## src/rtl/bhtdr_pkg.sv

```systemverilog
// Package with sizes, command codes and the entry record of the position table.
package bhtdr_pkg;
   localparam int BUCKET_COUNT = 1024;
   localparam int WAYS = 4;
   localparam int BUCKET_BITS = (BUCKET_COUNT > 1) ? $clog2(BUCKET_COUNT) : 1;
   localparam int WAY_BITS = (WAYS > 1) ? $clog2(WAYS) : 1;
   localparam int FILL_BITS = $clog2(WAYS + 1);
   localparam int KEY_BITS = 64;
   localparam int SCORE_BITS = 10;

   localparam logic [1:0] CMD_PROBE = 2'd0;
   localparam logic [1:0] CMD_SET_MOVE = 2'd1;
   localparam logic [1:0] CMD_SET_BOUND = 2'd2;
   localparam logic [1:0] BOUND_EXACT = 2'd1;

   typedef struct packed {
      logic [7:0] move_ply;
      logic [15:0] move;
      logic [7:0] eval_ply;
      logic [1:0] bound;
      logic signed [15:0] eval;
   } entry_type;

   typedef struct packed {
      logic [KEY_BITS-1:0] key;
      entry_type entry;
   } way_type;

   function automatic logic [SCORE_BITS-1:0] entry_score(input entry_type e);
      return {1'b0, e.eval_ply, 1'b0} + {2'b00, e.move_ply};
   endfunction
endpackage

```

## src/rtl/bhtdr_update.sv

```systemverilog
// Combinational hit search, update decision and victim selection for one bucket.
module bhtdr_update (
   input  bhtdr_pkg::way_type [bhtdr_pkg::WAYS-1:0] ways,
   input  logic [bhtdr_pkg::FILL_BITS-1:0] fill,
   input  logic [1:0] cmd,
   input  logic [bhtdr_pkg::KEY_BITS-1:0] key,
   input  logic [15:0] move_code,
   input  logic signed [15:0] score_value,
   input  logic [7:0] search_depth,
   input  logic [1:0] bound_kind,
   output logic found,
   output logic do_write,
   output logic [bhtdr_pkg::WAY_BITS-1:0] way_sel,
   output logic [bhtdr_pkg::FILL_BITS-1:0] fill_next,
   output bhtdr_pkg::entry_type new_entry,
   output bhtdr_pkg::entry_type out_entry
);
   import bhtdr_pkg::*;

   logic [WAY_BITS-1:0] hit_way, victim;
   logic [SCORE_BITS-1:0] vscore;
   entry_type cur;
   logic want;

   always_comb begin
      found = 1'b0;
      hit_way = '0;
      for (int w = 0; w < WAYS; w++) begin
         if (!found && (FILL_BITS'(w) < fill) && ways[w].key == key) begin
            found = 1'b1;
            hit_way = WAY_BITS'(w);
         end
      end
      cur = found ? ways[hit_way].entry : '0;

      new_entry = cur;
      want = 1'b0;
      case (cmd)
         CMD_SET_MOVE: begin
            want = !(found && cur.move_ply > search_depth);
            new_entry.move = move_code;
            new_entry.move_ply = search_depth;
         end
         CMD_SET_BOUND: begin
            want = !(found && (cur.eval_ply > search_depth ||
               (cur.eval_ply == search_depth && cur.bound == BOUND_EXACT &&
                bound_kind != BOUND_EXACT)));
            new_entry.eval = score_value;
            new_entry.bound = bound_kind;
            new_entry.eval_ply = search_depth;
         end
         default: want = 1'b0;
      endcase

      // The first way with the strictly lowest score becomes the victim.
      victim = '0;
      vscore = entry_score(ways[0].entry);
      for (int w = 1; w < WAYS; w++) begin
         if (entry_score(ways[w].entry) < vscore) begin
            victim = WAY_BITS'(w);
            vscore = entry_score(ways[w].entry);
         end
      end

      fill_next = fill;
      do_write = 1'b0;
      way_sel = hit_way;
      if (want) begin
         if (found) begin
            do_write = 1'b1;
         end else if (fill < FILL_BITS'(WAYS)) begin
            do_write = 1'b1;
            way_sel = WAY_BITS'(fill);
            fill_next = fill + 1'b1;
         end else begin
            way_sel = victim;
            do_write = !(entry_score(new_entry) < vscore);
         end
      end

      if (do_write) begin
         out_entry = new_entry;
      end else begin
         out_entry = cur;
      end
   end
endmodule

```

## config.mk

```make
export PLATFORM = sky130hd
export DESIGN_NAME = bhtdr_update
export DESIGN_NICKNAME = d
export VERILOG_FILES = /design/src/rtl/bhtdr_pkg.sv /design/src/rtl/bhtdr_update.sv
export SDC_FILE = /design/constraint.sdc
export NUM_CORES = 1
export LEC_CHECK = 0
export BUFFER_PORTS_ARGS = -buffer_cell sky130_fd_sc_hd__buf_2
export CAP_MARGIN = 20
export CORE_AREA = 3 3 261 263
export DETAILED_ROUTE_END_ITERATION = 12
export DIE_AREA = 0 0 264 266
export GPL_ROUTABILITY_DRIVEN = 0
export PLACE_DENSITY_LB_ADDON = 0.2
export SYNTH_ARGS = -nofsm -noshare
export SYNTH_HDL_FRONTEND = slang
export SYNTH_SLANG_ARGS = --single-unit
```

## constraint.sdc

```tcl
create_clock -name vclk -period 10.25
set_input_delay 0.5125 -clock vclk [all_inputs]
set_output_delay 0.5125 -clock vclk [all_outputs]
set_load 0.03 [all_outputs]
```

==> impl_metrics.csv <==
group,metric,value,unit
status,status,"finished clean",
final_layout,final_area,14800,µm²
die,core_area,65900,µm²
place,dp_hpwl,61700,µm
global_routing,grt_util_all_layers,0.180,
global_routing,antenna_found_initial,29,
sta,setup_viol,0,
sta,period_needed,9.84,ns
detailed_routing,vias_per_cell,4.41,
hold_path,worstHoldStart,"score_value[12]",
critical_path,cp.depth,51,
hold_path,hold_path_depth,4,
pwr,intPower,0.000506,W
critical_path,cp_slowest_cell,"a2111o_1",
detailed_routing,firstDrtPassIters,5,
place,portBuffers,674,
final_layout,drive_gt1_frac,0.452,
global_routing,grt_pass1_vias,12976,
critical_path,cp-end-kind,"output pin",
critical_path,cp_slowest_stage_delay,0.40,ns
detailed_routing,detail-route-antenna-nets,0,
pwr,pwr-share-clk,0,
detailed_routing,routed_wl,68600,µm
logic_synthesis,syn_inst,1294,
logic_synthesis,netlist_area,9730,µm²
final_layout,mostFrequentLayoutCells,"636 x buf_2, 137 x xnor2_1, 115 x mux2i_1",
critical_path,crit_path_frequent_cell,"a21oi_2",
critical_path,critPathLaunchType,"input port",
place,place_area,14300,µm²
sta,slew_headroom,0.268,
hold_path,hold_class,"input port to output pin",
final_layout,layout_commonest_cell,"buf_2",
die,pin_count,674,
sta,layout_worst_path_cycle_share,0.960,
pwr,leakage,6.66,nW
pwr,p_sw,0.000640,W
critical_path,required,9.74,ns
logic_synthesis,synth_area_per_cell,7.52,µm²
logic_synthesis,synth.distinct_cells,66,
pwr,peakVddDrop,0.0916,mV
global_routing,grt_first_pass_wirelength,92500,µm
logic_synthesis,yosysSeqAreaShare,0,
sta,drv_slew,0,
global_routing,grt_max_degree,55,
critical_path,critPathMaxFanout,7,
critical_path,cp.arrival,9.33,ns
detailed_routing,drt_first_iter_violations,632,
job,maxCapViolCount,0,
final_layout,clock_buffers,0,
logic_synthesis,netlist_top_cells_area,"xnor2_1 12%, mux2i_1 12%, ha_1 11%",
sta,whs,1.41,ns
die,start_util,0.148,
detailed_routing,drc,0,
clocking,ctsHoldBuffers,0,
sta,worst_pin_slew,1.09,ns
die,dieWidth,264,µm
die,die_y,266,µm
global_routing,gr-total-overflow,0,
logic_synthesis,ys_warn_count,0,
pwr,power_frac_comb,1.000,
critical_path,worst-setup-path-type,"input port to output pin",
critical_path,crit_buf_inv,7,
pwr,p_sw_frac,0.558,
critical_path,crit_family,"compound AO/OA/AOI/OAI gates",
logic_synthesis,synth.net_count,1952,
final_layout,register_area,0,µm²
detailed_routing,vias,12524,
sta,rsz0062_at_grt,"yes",
logic_synthesis,yosysTopAreaCellShare,0.124,
detailed_routing,routedWlPerCell,24.1,µm
sta,hold_violations,0,
hold_path,hold_end,"new_entry[12]",
sta,clock.fmax,0.102,GHz
pwr,sequentialPowerShare,0,
final_layout,area_growth,52.6,%
final_layout,multi_input_area,9450,µm²
final_layout,fillers,7526,
die,die-area,70200,µm²
logic_synthesis,synth_top_area_cell,"xnor2_1",
final_layout,seq_cells,0,
final_layout,nNetsFinal,2626,
pwr,cellPowerDensity,77.2,nW/µm²
die,placementRows,94,
[synth_stat cells (14+ instances only)]
cell and instances:
nor4_1 33, nand2b_1 35, nor2_1 67, nand4_1 40, nor2b_1 31, mux2_2 54, a21oi_1 84, o21ai_0 23
a21o_1 20, mux2i_1 117, xnor2_1 138, o31ai_2 37, nand2_1 112, inv_1 55, o21a_1 14, or3_1 34
xor2_1 111, ha_1 86, clkbuf_1 29
[worst max path at each step]
stage | from | end | slack [ns]
2_1_floorplan | ways[132] | out_entry[29] | 0.13
3_3_place_gp | ways[19] | out_entry[34] | 0.008
3_5_place_dp | ways[19] | out_entry[33] | -0.09
4_1_cts | ways[19] | out_entry[34] | 0.005
5_1_grt | ways[132] | out_entry[34] | -0.12
6_report | ways[44] | out_entry[34] | 0.41
[routing by layer]
layer	vias to the layer above	part of all wire	track usage
li1	6043	-	-
met2	503	0.55	0.361
met4	2	0.049	0.0735
met1	5882	0.35	0.190
met3	94	0.051	0.0203
met5	-	0.00019	0
[layout make-up]
type / instances / share of cell area
multi-input combinational: 1175 / 0.636
inverter: 58 / 0.0147
timing repair buffer: 733 / 0.274
antenna: 13 / 0.00219
tap: 864 / 0.0728
[tightest hold or removal path, delay by kind of cell]
kind	cells	cell delay, ns
AOI/OAI and AO/OA	1	0.06
and+or+nand+nor	1	0.05
buffers and inverters	2	0.27
[per-stage QoR]
stage               instances  utilization  setup WS [ns]  total power [W]  TNS, ns
finish                   2843        0.225          0.410          0.00115        0
global placement         2817        0.217        0.00814          0.00104        0
global route             2838        0.225         -0.118          0.00125    -1.75
detailed placement       2817        0.217        -0.0915          0.00105   -0.774
CTS                      2817        0.217        0.00514          0.00105        0
floorplan                1294            -          0.131         0.000594        0
[power by group through the flow]
| stage | Sequential (W) | Combinational, W | Clock [W] |
|---|---|---|---|
| after floorplan | 0 | 0.000594 | 0 |
| after global placement | 0 | 0.00104 | 0 |
| after detailed placement | 0 | 0.00105 | 0 |
| after CTS | 0 | 0.00105 | 0 |
| after global routing | 0 | 0.00125 | 0.000000000105 |
| final | 0 | 0.00115 | 0.000000000171 |
[timing repair]
action,4_1_cts,5_1_grt
endpoints found under the setup margin,24,51
setup buffers,0,10
cloned,0,3
resized for setup,1,144
pin swaps,0,44
[kinds of logic after synthesis]
logic type,Yosys count,synth area share
AND/OR/NAND/NOR,397,0.211
XOR/XNOR,249,0.224
adder cells (fa/ha/maj),91,0.121
AO/OA/AOI/OAI,267,0.206
buffers and inverters,119,0.0553
multiplexers,171,0.183
(Power assumes the default switching activity.)
